### src/rtl/core/assert_macros.svh
// Assertion macros shared by the formatter RTL.
`ifndef ASSERT_MACROS_SVH
`define ASSERT_MACROS_SVH
`ifndef SYNTHESIS
`define ASSERT_IMPLIES(label, clk, rstn, a, b) \
    label: assert property (@(posedge clk) disable iff (!rstn) (a) |-> (b)) \
        else $error("assertion failed");
`define ASSERT_NEXT(label, clk, rstn, a, b) \
    label: assert property (@(posedge clk) disable iff (!rstn) (a) |=> (b)) \
        else $error("assertion failed");
`else
`define ASSERT_IMPLIES(label, clk, rstn, a, b)
`define ASSERT_NEXT(label, clk, rstn, a, b)
`endif
`endif

### src/rtl/core/itf_pkg.sv
// Package of the integer text formatter: types, codes and constants.
`default_nettype none
package itf_pkg;
    localparam int MAX_WIDTH_DEF   = 64;
    localparam int TEXT_BUFFER_DEF = 32;

    typedef enum logic [2:0] {
        OP_CHAR = 3'd0, OP_SDEC = 3'd1, OP_UDEC = 3'd2, OP_HEX = 3'd3, OP_PTR = 3'd4
    } op_t;

    typedef enum logic [2:0] {
        ST_IDLE, ST_CONV, ST_PREFIX, ST_EMIT
    } state_t;

    // Commands from controller to datapath.
    typedef struct packed {
        logic load;
        logic conv_step;
        logic prefix;
        logic emit;
    } cmd_t;

    // Status from datapath to controller.
    typedef struct packed {
        logic conv_done;
        logic emit_done;
        logic drop;
    } sts_t;

    localparam logic [7:0] CH_ZERO  = 8'h30;
    localparam logic [7:0] CH_A     = 8'h61;
    localparam logic [7:0] CH_COMMA = 8'h2c;
    localparam logic [7:0] CH_APOS  = 8'h27;
    localparam logic [7:0] CH_X     = 8'h78;
    localparam logic [7:0] CH_MINUS = 8'h2d;
    localparam logic [7:0] CH_SPACE = 8'h20;
endpackage
`default_nettype wire

### src/rtl/core/itf_ctrl.sv
// Controller state machine of the integer text formatter.
`default_nettype none
module itf_ctrl (
    input  wire logic          aclk,
    input  wire logic          aresetn,
    input  wire logic          in_req,
    input  wire logic          out_free,
    input  wire itf_pkg::sts_t sts,
    output itf_pkg::cmd_t      cmd,
    output logic               busy
);
    import itf_pkg::*;

    state_t state_reg, state_next;

    // State register.
    always_ff @(posedge aclk) begin
        if (!aresetn) begin
            state_reg <= ST_IDLE;
        end else begin
            state_reg <= state_next;
        end
    end

    // Next state and commands.
    always_comb begin
        state_next = state_reg;
        cmd = '0;
        unique case (state_reg)
            ST_IDLE: begin
                if (in_req) begin
                    cmd.load = 1'b1;
                    state_next = ST_CONV;
                end
            end
            ST_CONV: begin
                if (sts.drop) begin
                    state_next = ST_IDLE;
                end else if (sts.conv_done) begin
                    state_next = ST_PREFIX;
                end else begin
                    cmd.conv_step = 1'b1;
                end
            end
            ST_PREFIX: begin
                cmd.prefix = 1'b1;
                state_next = ST_EMIT;
            end
            ST_EMIT: begin
                if (sts.emit_done) begin
                    state_next = ST_IDLE;
                end else if (out_free) begin
                    cmd.emit = 1'b1;
                end
            end
            default: state_next = ST_IDLE;
        endcase
    end

    assign busy = (state_reg != ST_IDLE);
endmodule
`default_nettype wire

### src/rtl/core/itf_dp.sv
// Datapath: digit extraction into a text buffer, then character emission.
`default_nettype none
module itf_dp #(
    parameter int MAX_WIDTH   = itf_pkg::MAX_WIDTH_DEF,
    parameter int TEXT_BUFFER = itf_pkg::TEXT_BUFFER_DEF
) (
    input  wire logic          aclk,
    input  wire logic          aresetn,
    input  wire itf_pkg::cmd_t cmd,
    input  wire logic [2:0]    op,
    input  wire logic [63:0]   value,
    input  wire logic          arg_size,
    input  wire logic          alternate,
    input  wire logic          zero_pad,
    input  wire logic          left_justify,
    input  wire logic          group_digits,
    input  wire logic [6:0]    min_width,
    input  wire logic          limit_on,
    input  wire logic [6:0]    max_chars,
    output itf_pkg::sts_t      sts,
    output logic [7:0]         char_out,
    output logic               last
);
    import itf_pkg::*;

    localparam int PW = $clog2(TEXT_BUFFER + 1);
    // Phase of the divider at which quotient and remainder are ready.
    localparam logic [2:0] DIV_LAST = 3'd6;

    logic [7:0]    buf_reg [TEXT_BUFFER];
    logic [PW-1:0] len_reg;
    logic [63:0]   val_reg;
    logic [4:0]    cnt_reg;
    logic          neg_reg, hex_reg, grp_reg, alt_reg, zf_reg, left_reg, limon_reg;
    logic [6:0]    width_reg, lim_reg, k_reg;
    logic          sep_pend_reg;
    logic          drop_reg;

    logic [63:0] v_ext, q10;
    logic [3:0]  digit;
    logic [7:0]  dch, ch_new;
    logic        push;
    logic [6:0]  wsat;
    logic [6:0]  len7;
    logic [PW-1:0] addr;

    // Division by ten in phases: a shift-add estimate of the quotient,
    // then the remainder, then a correction by one where the remainder reaches ten.
    logic [2:0]  div_ph_reg;
    logic [63:0] q_reg, r_full, q_dec;
    logic [4:0]  r_reg;
    logic        fix, div_run;

    assign r_full = val_reg - ((q_reg << 3) + (q_reg << 1));
    assign fix = (r_reg > 5'd9);
    assign q_dec = q_reg + {63'd0, fix};
    assign div_run = cmd.conv_step && !hex_reg && !sep_pend_reg;

    always_ff @(posedge aclk) begin
        if (cmd.load) begin
            div_ph_reg <= '0;
        end else if (div_run) begin
            unique case (div_ph_reg)
                3'd0: q_reg <= (val_reg >> 1) + (val_reg >> 2);
                3'd1: q_reg <= q_reg + (q_reg >> 4);
                3'd2: q_reg <= q_reg + (q_reg >> 8);
                3'd3: q_reg <= q_reg + (q_reg >> 16);
                3'd4: q_reg <= (q_reg + (q_reg >> 32)) >> 3;
                3'd5: r_reg <= r_full[4:0];
                default: ;
            endcase
            div_ph_reg <= (div_ph_reg == DIV_LAST) ? 3'd0 : div_ph_reg + 3'd1;
        end
    end

    assign q10 = hex_reg ? (val_reg >> 4) : q_dec;
    assign digit = hex_reg ? val_reg[3:0] : (fix ? 4'(r_reg - 5'd10) : r_reg[3:0]);
    assign dch = (digit > 4'd9) ? (CH_A + {4'd0, digit} - 8'd10) : (CH_ZERO + {4'd0, digit});

    assign v_ext = (op == OP_PTR || arg_size) ? value : {{32{value[31]}}, value[31:0]};
    assign wsat = (min_width > 7'(MAX_WIDTH)) ? 7'(MAX_WIDTH) : min_width;
    assign len7 = 7'(len_reg);

    // A separator goes in before the next digit when one is pending.
    assign ch_new = sep_pend_reg ? (hex_reg ? CH_APOS : CH_COMMA) : dch;
    assign push = cmd.conv_step && (sep_pend_reg || hex_reg || div_ph_reg == DIV_LAST);

    always_ff @(posedge aclk) begin
        if (!aresetn) begin
            drop_reg <= 1'b0;
        end else begin
            drop_reg <= cmd.load && (op > 3'(OP_PTR));
        end
    end

    // Load, conversion steps and prefix characters.
    always_ff @(posedge aclk) begin
        if (cmd.load) begin
            hex_reg   <= (op == OP_HEX) || (op == OP_PTR);
            grp_reg   <= group_digits || (op == OP_PTR);
            alt_reg   <= alternate || (op == OP_PTR);
            zf_reg    <= zero_pad || (op == OP_PTR);
            left_reg  <= left_justify;
            limon_reg <= limit_on;
            lim_reg   <= max_chars;
            width_reg <= wsat;
            cnt_reg   <= '0;
            sep_pend_reg <= 1'b0;
            neg_reg   <= (op == OP_SDEC) && v_ext[63];
            if (op == OP_CHAR) begin
                buf_reg[0] <= v_ext[7:0];
                len_reg <= PW'(1);
                val_reg <= '0;
            end else if (v_ext == 64'd0) begin
                buf_reg[0] <= CH_ZERO;
                len_reg <= PW'(1);
                val_reg <= '0;
            end else begin
                len_reg <= '0;
                val_reg <= ((op == OP_SDEC) && v_ext[63]) ? (64'd0 - v_ext) : v_ext;
            end
        end else if (push) begin
            for (int i = TEXT_BUFFER - 1; i > 0; i--) begin
                buf_reg[i] <= buf_reg[i-1];
            end
            buf_reg[0] <= ch_new;
            len_reg <= len_reg + PW'(1);
            if (sep_pend_reg) begin
                sep_pend_reg <= 1'b0;
            end else begin
                val_reg <= q10;
                if (grp_reg && q10 != 64'd0 &&
                    (hex_reg ? (cnt_reg[2:0] == 3'd7) : (cnt_reg == 5'd2))) begin
                    sep_pend_reg <= 1'b1;
                end
                cnt_reg <= (!hex_reg && cnt_reg == 5'd2) ? 5'd0 : cnt_reg + 5'd1;
            end
        end else if (cmd.prefix) begin
            if (neg_reg && !hex_reg) begin
                for (int i = TEXT_BUFFER - 1; i > 0; i--) begin
                    buf_reg[i] <= buf_reg[i-1];
                end
                buf_reg[0] <= CH_MINUS;
                len_reg <= len_reg + PW'(1);
            end else if (alt_reg && hex_reg) begin
                for (int i = TEXT_BUFFER - 1; i > 1; i--) begin
                    buf_reg[i] <= buf_reg[i-2];
                end
                buf_reg[1] <= CH_X;
                buf_reg[0] <= CH_ZERO;
                len_reg <= len_reg + PW'(2);
            end
        end
    end

    // Emission bookkeeping: pad count and total once the prefix has settled.
    logic [6:0] padc, totc;
    always_comb begin
        if (limon_reg && len7 > lim_reg) begin
            padc = '0;
            totc = lim_reg;
        end else begin
            padc = (len7 >= width_reg) ? 7'd0 : width_reg - len7;
            totc = len7 + padc;
        end
    end

    always_ff @(posedge aclk) begin
        if (cmd.prefix || cmd.load) begin
            k_reg <= '0;
        end else if (cmd.emit) begin
            k_reg <= k_reg + 7'd1;
        end
    end

    // Character selection for the current position; the first character sits at index 0.
    logic [6:0] ti;
    logic       lead_pad, in_text;
    always_comb begin
        lead_pad = (padc != 0) && (zf_reg || !left_reg) && (k_reg < padc);
        ti = lead_pad ? 7'd0 :
             ((padc != 0) && (zf_reg || !left_reg)) ? k_reg - padc : k_reg;
        in_text = !lead_pad && (ti < len7);
        addr = PW'(ti);
        if (lead_pad) begin
            char_out = zf_reg ? CH_ZERO : CH_SPACE;
        end else if (in_text) begin
            char_out = buf_reg[addr[$clog2(TEXT_BUFFER)-1:0]];
        end else begin
            char_out = CH_SPACE;
        end
        last = (k_reg == totc - 7'd1);
    end

    assign sts.conv_done = (val_reg == 64'd0) && !sep_pend_reg;
    assign sts.drop = drop_reg;
    assign sts.emit_done = (k_reg == totc);
endmodule
`default_nettype wire

### src/rtl/core/integer_text_formatter_unit.sv
// Top level of the integer text formatter.
// Flow: an accepted request is loaded, then converted step by step; a decimal digit
// runs through the divider phases, a hexadecimal digit or a separator is pushed at once.
// Then the prefix. Throughput: one request at a time, after conversion one character
// per cycle (at most 64) as the receiver takes them, then back to idle.
// Reset: aresetn synchronous active low returns the controller to idle.
`default_nettype none
module integer_text_formatter_unit #(
    parameter int MAX_WIDTH   = itf_pkg::MAX_WIDTH_DEF,
    parameter int TEXT_BUFFER = itf_pkg::TEXT_BUFFER_DEF
) (
    input  wire logic        aclk,
    input  wire logic        aresetn,
    input  wire logic        s_tvalid,
    output logic             s_tready,
    // op[2:0], value[66:3], arg_size[67], alternate[68], zero_pad[69],
    // left_justify[70], group_digits[71], min_width[78:72], limit_on[79],
    // max_chars[86:80], zeros up to 87
    input  wire logic [87:0] s_tdata,
    output logic             m_tvalid,
    input  wire logic        m_tready,
    // char_out[7:0]
    output logic [7:0]       m_tdata,
    output logic             m_tlast
);
    import itf_pkg::*;
    `include "assert_macros.svh"

    cmd_t cmd;
    sts_t sts;
    logic busy, accept;
    logic [7:0]  ch;
    logic        lst;
    logic        out_v_reg;
    logic [7:0]  out_d_reg;
    logic        out_l_reg;

    assign s_tready = !busy;
    assign accept = s_tvalid && s_tready;

    itf_ctrl u_ctrl (
        .aclk(aclk), .aresetn(aresetn), .in_req(accept),
        .out_free(!out_v_reg || m_tready), .sts(sts), .cmd(cmd), .busy(busy)
    );

    itf_dp #(.MAX_WIDTH(MAX_WIDTH), .TEXT_BUFFER(TEXT_BUFFER)) u_dp (
        .aclk(aclk), .aresetn(aresetn), .cmd(cmd),
        .op(s_tdata[2:0]), .value(s_tdata[66:3]), .arg_size(s_tdata[67]),
        .alternate(s_tdata[68]), .zero_pad(s_tdata[69]), .left_justify(s_tdata[70]),
        .group_digits(s_tdata[71]), .min_width(s_tdata[78:72]),
        .limit_on(s_tdata[79]), .max_chars(s_tdata[86:80]),
        .sts(sts), .char_out(ch), .last(lst)
    );

    // Output register.
    always_ff @(posedge aclk) begin
        if (!aresetn) begin
            out_v_reg <= 1'b0;
        end else if (cmd.emit) begin
            out_v_reg <= 1'b1;
        end else if (m_tready) begin
            out_v_reg <= 1'b0;
        end
    end
    always_ff @(posedge aclk) begin
        if (cmd.emit) begin
            out_d_reg <= ch;
            out_l_reg <= lst;
        end
    end

    assign m_tvalid = out_v_reg;
    assign m_tdata  = out_d_reg;
    assign m_tlast  = out_l_reg;

    `ASSERT_IMPLIES(a_no_accept_busy, aclk, aresetn, busy, !accept)
    `ASSERT_NEXT(a_emit_valid, aclk, aresetn, cmd.emit, m_tvalid)
    `ASSERT_IMPLIES(a_one_cmd, aclk, aresetn, 1'b1, $onehot0(cmd))
endmodule
`default_nettype wire
### config.mk
export PLATFORM = sky130hd
export DESIGN_NAME = integer_text_formatter_unit
export DESIGN_NICKNAME = d
export VERILOG_FILES = /design/src/rtl/core/itf_pkg.sv /design/src/rtl/core/itf_ctrl.sv /design/src/rtl/core/itf_dp.sv /design/src/rtl/core/integer_text_formatter_unit.sv
export VERILOG_INCLUDE_DIRS = /design/src /design/src/rtl/core
export SDC_FILE = /design/constraint.sdc
export NUM_CORES = 2
export LEC_CHECK = 0
export ABC_AREA = 1
export BUFFER_PORTS_ARGS = -buffer_cell sky130_fd_sc_hd__buf_2
export CAP_MARGIN = 30
export CORE_MARGIN = 1
export CORE_UTILIZATION = 59
export DETAILED_ROUTE_END_ITERATION = 6
export PLACE_DENSITY = 0.75
export SYNTH_ARGS = -nofsm -noshare
export SYNTH_HDL_FRONTEND = slang
export SYNTH_SLANG_ARGS = --single-unit
### constraint.sdc
create_clock -name aclk -period 5.6 [get_ports aclk]
set_clock_uncertainty 0.1 [all_clocks]
set_input_delay 0.56 -clock aclk [delete_from_list [all_inputs] [get_ports aclk]]
set_output_delay 0.56 -clock aclk [all_outputs]
set_load 0.01 [all_outputs]
## Word-level counts from Yosys, hierarchy flattened

Memories as Yosys holds them, arrays and structs flattened.
Index checks and enable logic that the tools add are counted.

- Register bits: 190
- Memory bits (writable): 256
- Bits of input ports: 92
- Output and inout bits: 11
- Logic and storage cells: 329
- Memories: 1

Memories:

| name | words | width | read ports | clocked after Yosys merged registers in | wr ports | line | source |
|---|---|---|---|---|---|---|---|
| u_dp.buf_reg | 32 | 8 | 32 | 0 | 32 | itf_dp.sv:30 | `logic [7:0] buf_reg [TEXT_BUFFER];` |

- Add/subtract/negate cells: 22
- Magnitude comparators: 8
- Eq/ne operators: 20
- Mux-type cells: 137
- Bitwise logic cells: 68
- Reductions and logical operators: 51

Operators by type and width:

| operator | number |
|---|---|
| $mux W8 | 70 |
| $mux W64 | 8 |
| $pmux W64 S5 | 1 |
| $logic_not A64 Y1 | 2 |
| $or A1 B1 Y1 | 66 |
| $add A63 B62 Y64 | 1 |
| $add A64 B1 Y64 | 1 |
| $add A64 B32 Y64 | 1 |
| $add A64 B48 Y64 | 1 |
| $add A64 B56 Y64 | 1 |
| $add A64 B60 Y64 | 1 |
| $reduce_bool A64 Y1 | 1 |
| $sub A1 B64 Y64 const A | 1 |
| $mux W1 | 36 |
| $mux W6 | 6 |
| $mux W7 | 5 |
| $logic_and A1 B1 Y1 | 16 |
| $eq A3 B2 Y1 const B | 5 |
| $eq A3 B3 Y1 const B | 5 |
| $mux W3 | 5 |
| $eq A7 B7 Y1 | 2 |
| $mux W4 | 3 |
| $pmux W3 S4 | 1 |
| $logic_or A1 B1 Y1 | 10 |
| other kinds (39) | 57 |

## Logic depth before layout (Yosys ltp)

- Depth in word-level cells: 12
- Mapped depth: 32
- Depth with buffers taken out: 30

## By module

From an unflattened synthesis, not the netlist that was laid out.

- Cell total of the unflattened synthesis: 5950
- Area, all modules: 40660.2 um^2

Modules (own cells, without submodules):

| module | times used | cells each | area each (um^2) | seq. area each (um^2) |
|---|---|---|---|---|
| itf_dp | 1 | 5905 | 40176.0 | 12832.3 |
| integer_text_formatter_unit | 1 | 18 | 327.8 | 290.3 |
| itf_ctrl | 1 | 27 | 156.4 | 40.0 |

## Least setup slack after synthesis

Ideal clock, no wire load.

- Kind: flip-flop to flip-flop
- Start: reg u_dp.val_reg[22]
- End: mem u_dp.buf_reg[15][0] (enable)
- Setup time: 1271 ps
- Arrival: 4118 ps
- Required time: 4229 ps
- Path slack: 111 ps
- Stages on the path, launching flop included: 11
- Path buffers: 1
- Clock period less this slack: 5489 ps
- Path through: edfxtp_1 -> inv_1 -> ha_1 -> nand4_1 -> nor4_1 -> nand3_1 -> nand2_1 -> nor2_1 -> inv_1 -> clkbuf_1 -> nand2_1

RTL lines:

| what | line | source |
|---|---|---|
| from (decl) | itf_dp.sv:32 | `logic [63:0] val_reg;` |
| from (signal assigned) | itf_dp.sv:120 | `val_reg <= ((op == OP_SDEC) && v_ext[63]) ? (64'd0 - v_ext) : v_ext;` |
| from (signal assigned) | itf_dp.sv:131 | `val_reg <= q10;` |
| to (decl) | itf_dp.sv:30 |  |

## Final worst setup path

- Start: reg u_dp.r_reg[1]
- End: reg u_dp.sep_pend_reg

- Word-level cells in the longest chain between the ends: 8

Ends and longest elaborated chain:

| what | line | source |
|---|---|---|
| from (decl) | itf_dp.sv:51 | `logic [4:0] r_reg;` |
| from (signal assigned) | itf_dp.sv:69 | `3'd5: r_reg <= r_full[4:0];` |
| $gt A5 B4 Y1 | itf_dp.sv:55 | `assign fix = (r_reg > 5'd9);` |
| $add A64 B1 Y64 | itf_dp.sv:56 | `assign q_dec = q_reg + {63'd0, fix};` |
| $mux W64 | itf_dp.sv:76 | `assign q10 = hex_reg ? (val_reg >> 4) : q_dec;` |
| $reduce_bool A64 Y1 | itf_dp.sv:132 | `if (grp_reg && q10 != 64'd0 &&` |
| $logic_and A1 B1 Y1 (2 in series) | itf_dp.sv:132 |  |
| $mux W1 | itf_dp.sv:132 |  |
| $mux W1 | itf_dp.sv:128 | `if (sep_pend_reg) begin` |
| to (signal assigned) | itf_dp.sv:108 | `sep_pend_reg <= 1'b0;` |
| to (signal assigned) | itf_dp.sv:129 | `sep_pend_reg <= 1'b0;` |
| to (signal assigned) | itf_dp.sv:134 | `sep_pend_reg <= 1'b1;` |
| to (decl) | itf_dp.sv:36 | `logic sep_pend_reg;` |

No other way between the ends.
A chain may end at the register's enable or synchronous reset.

==> metrics.csv <==
stage,metric,value,unit
grt,largest net degree at the start of global routing,153,
synthesis,mux share of post-synthesis cell area,0.0496,%
synthesis,Synth Flop Type,edfxtp_1,
synthesis,fraction of the mapped netlist area in simple logic gates,27.0,%
route,DR pass1 iterations,7,
cts,TritonCTS clock tree,done,
grt,global route overflow,0,
synthesis,post-synth net total,6169,
sta,RSZ-0062 raised after global routing,false,
final_layout,max FFs per register,256,
pwr,Net Sw Frac,52.4,%
synthesis,sequential element share of the synthesized area,32.6,%
synthesis,ys async rst share,0,%
synthesis,Synth Area in Compound Gates,18.7,%
sta,Fmax achieved,194,MHz
sta,Final min period,5160,ps
pwr,Seq pwr share,23.2,%
pwr,Pleak,19.3,nW
placement,Placer Congestion,1.06,
sta,Final Hold Vio Count,0,
synthesis,Synth area leader,edfxtp_1,
placement,IO Port Bufs,101,
route,vias post-DR,41100,
synthesis,post-synthesis cell area,0.0404,mm²
pwr,Cell Int Power,11.4,mW
final_layout,final net count,6203,
die,die width,264,µm
cts,Clock Latency Late Sink,640,ps
die,die area,0.0695,mm²
synthesis,Post-Syn Area per Cell,6.92,µm²
flow_run,MaxCap Viol Count,0,
sta,# setup viols final,0,
grt,Tot GR Track Use,40.0,%
synthesis,post-synthesis adder-cell area fraction,7.74,%
setup_path,Critical Path RT,6000,ps
sta,Slew HR,34.4,%
setup_path,WP data arrival,5570,ps
grt,antenna violations before repair,1,
cts,"Setup Fix Bufs, Post-CTS",0,
synthesis,Commonest cells post-synth,"nand2_1 (1204), inv_1 (883), o21ai_0 (601)",
synthesis,Synth top area share,31.6,%
pwr,clock share of power,14.7,%
setup_path,Crit Path Class,flip-flop to flip-flop,
synthesis,synth top area cells,"edfxtp_1 (32%), nand2_1 (11%), inv_1 (8.2%)",
setup_path,endpoint type of the worst setup path,flip-flop,
status,status,completed,
grt,global-route wire length before repair,216000,µm
sta,Slew Limit Fails,0,
final_layout,# diodes,0,
die,I/O pins,103,
synthesis,synth warn,0,
synthesis,Post-synth EDFFs,425,
setup_path,critical path peak fanout,6,
pwr,Power Density,546,mW/mm²
final_layout,layout cells sized above 1,6.26,%
pwr,P_sw,12.5,mW
sta,setup_tns,0,ps
die,initial core utilization,59.9,%
synthesis,largest family of logic cells by synthesized area,simple AND/OR/NAND/NOR gates,
route,final WL,142000,µm
pwr,peak supply drop,0.564,mV
grt,vias in the first global route,38200,
die,Core ar.,0.0674,mm²
cts,total CTS buffers,51,
route,DRC,0,
pwr,combinational share of power,62.2,%
setup_path,CP startpoint kind,flip-flop,
hold_path,hold crit path type,input pin to flip-flop,
route,Routed WL per cell,21.0,µm
sta,Fin Hold WS,43.8,ps
route,Detail Route Antenna Nets,0,
cts,clock buffer depth,3,
synthesis,Post-Synthesis Cells,5831,
final_layout,area delta synth->final,8.23,%
synthesis,synth unique cells,63,
route,1st-iter DRT viols,4743,
synthesis,number of synthesized register bits,445,
cts,clock sink count,445,
cts,"Clk pin slew, worst setup/hold paths",70,ps
setup_path,R2R setup slack,440,ps
sta,Worst-Margin Slew,983,ps
final_layout,# fillers,6172,
synthesis,"count leader, synth",nand2_1,
die,die outline height,264,µm
synthesis,Synth Area in XOR/XNOR,3.47,%
placement,Post-DP HPWL,108000,µm
route,post-DR vias/cell,6.06,
sta,crit share post-route,92.2,%
cts,H-tree depth,2,
die,Cell Rows,95,
cts,clk root buf,clkbuf_16,
[placed cells by master (no fill, tap or decap), types with 14 or more instances in the layout]
cell / Yosys / final
a21boi_0: 16 / 16
a21oi_1: 383 / 382
a22oi_1: 40 / 40
a31oi_1: 78 / 78
buf_2: 38 / 101
buf_4: 5 / 58
clkbuf_16: 0 / 52
clkinv_2: 0 / 14
dfxtp_1: 20 / 20
edfxtp_1: 425 / 425
ha_1: 240 / 240
inv_1: 883 / 881
nand2_1: 1204 / 1199
nand3_1: 472 / 470
nand4_1: 83 / 83
nor2_1: 551 / 548
nor3_1: 81 / 79
nor4_1: 34 / 34
o211ai_1: 65 / 65
o21a_1: 36 / 36
o21ai_0: 601 / 601
o21ai_1: 20 / 20
o221ai_1: 15 / 15
o22ai_1: 33 / 33
o31ai_1: 19 / 19
or2_2: 61 / 61
xnor2_1: 43 / 43
xor2_1: 117 / 117
[area by class of cell]
type | instances | area, µm² | area share, %
Inverter | 895 | 3360 | 7.70
Clock buffer | 60 | 1370 | 3.14
Tap cell | 873 | 1090 | 2.50
Sequential cell | 445 | 13200 | 30.1
Timing Repair Buffer | 178 | 1260 | 2.89
Multi-Input combinational cell | 4294 | 23100 | 52.8
Clock inverter | 34 | 358 | 0.819
[worst max-delay path: stages (launching register included)]
cell	delay, ps
edfxtp_1	380
inv_1	150
ha_1	170
nand2_1	40
nand2_1	50
nand3_1	80
nand2_1	160
ha_1	360
nand3_1	210
inv_1	120
nand2_1	130
nor2_2	260
nand2_1	90
nor3b_1	580
nand4_1	340
nor2_1	360
nand2_1	160
o21ai_1	390
nand2_1	90
nor2_1	110
nand2_1	70
nor2_1	200
nand3_1	230
nand2_1	120
a21oi_1	60
[what timing repair did]
| action | CTS | global route |
|---|---|---|
| endpoints found under the hold margin | 7 | 0 |
| gates resized for setup | 0 | 2 |
| setup endpoints to repair | 0 | 3 |
| hold buffers | 7 | 0 |
[path summary, 6_finish.rpt]
kind,startpoint,endpoint,cells after the start
worst min-delay path,s_tdata[86],u_dp.lim_reg[6]$_DFFE_PP_,1
worst min register to register,u_dp.cnt_reg[4]$_SDFFE_PP0P_,u_dp.cnt_reg[4]$_SDFFE_PP0P_,2
worst max-delay path,u_dp.r_reg[1]$_DFFE_PP_,u_dp.sep_pend_reg$_SDFFE_PP0P_,24
worst max register to register,u_dp.r_reg[1]$_DFFE_PP_,u_dp.sep_pend_reg$_SDFFE_PP0P_,24
[cell families after synthesis]
| kind of cell | Yosys count |
|---|---|
| flops | 445 |
| mux | 2 |
| buf+inv | 1092 |
| xor+xnor | 160 |
| simple gates | 2535 |
| fa+ha+maj | 246 |
| compound gates | 1351 |
[metrics by stage]
| step | total power, mW | cell area [µm²] | cells | utilization [%] | worst slack [ps] |
|---|---|---|---|---|---|
| final | 23.8 | 43700 | 6779 | 64.8 | 436 |
| after global routing | 25.4 | 43700 | 6779 | 64.8 | 40.5 |
| after CTS | 23.4 | 43600 | 6777 | 64.7 | 353 |
| after detailed placement | 19.9 | 41800 | 6676 | 62.0 | 365 |
| after global placement | 19.7 | 41700 | 6671 | 61.9 | 542 |
| after floorplan | 15.2 | 40400 | 5831 | - | 111 |
[power by group through the flow]
stage                     registers, mW  clock network, mW  logic [mW]
after floorplan                    5.17                  0        10.0
after global routing               5.54               3.64        16.2
after detailed placement           5.52                  0        14.3
after global placement             5.51                  0        14.2
final                              5.52               3.50        14.8
after CTS                          5.46               3.52        14.5
[metal layers]
layer	vias up	GRT usage, %	wire, µm	part of all wire (%)
met5	-	0	0	0
met4	0	29.7	11800	8.3
met3	469	4.85	10800	7.6
met2	1901	64.9	65100	46
met1	18900	49.1	54700	38
li1	19800	-	-	-
No activity file was read; power rests on OpenSTA's default activity.
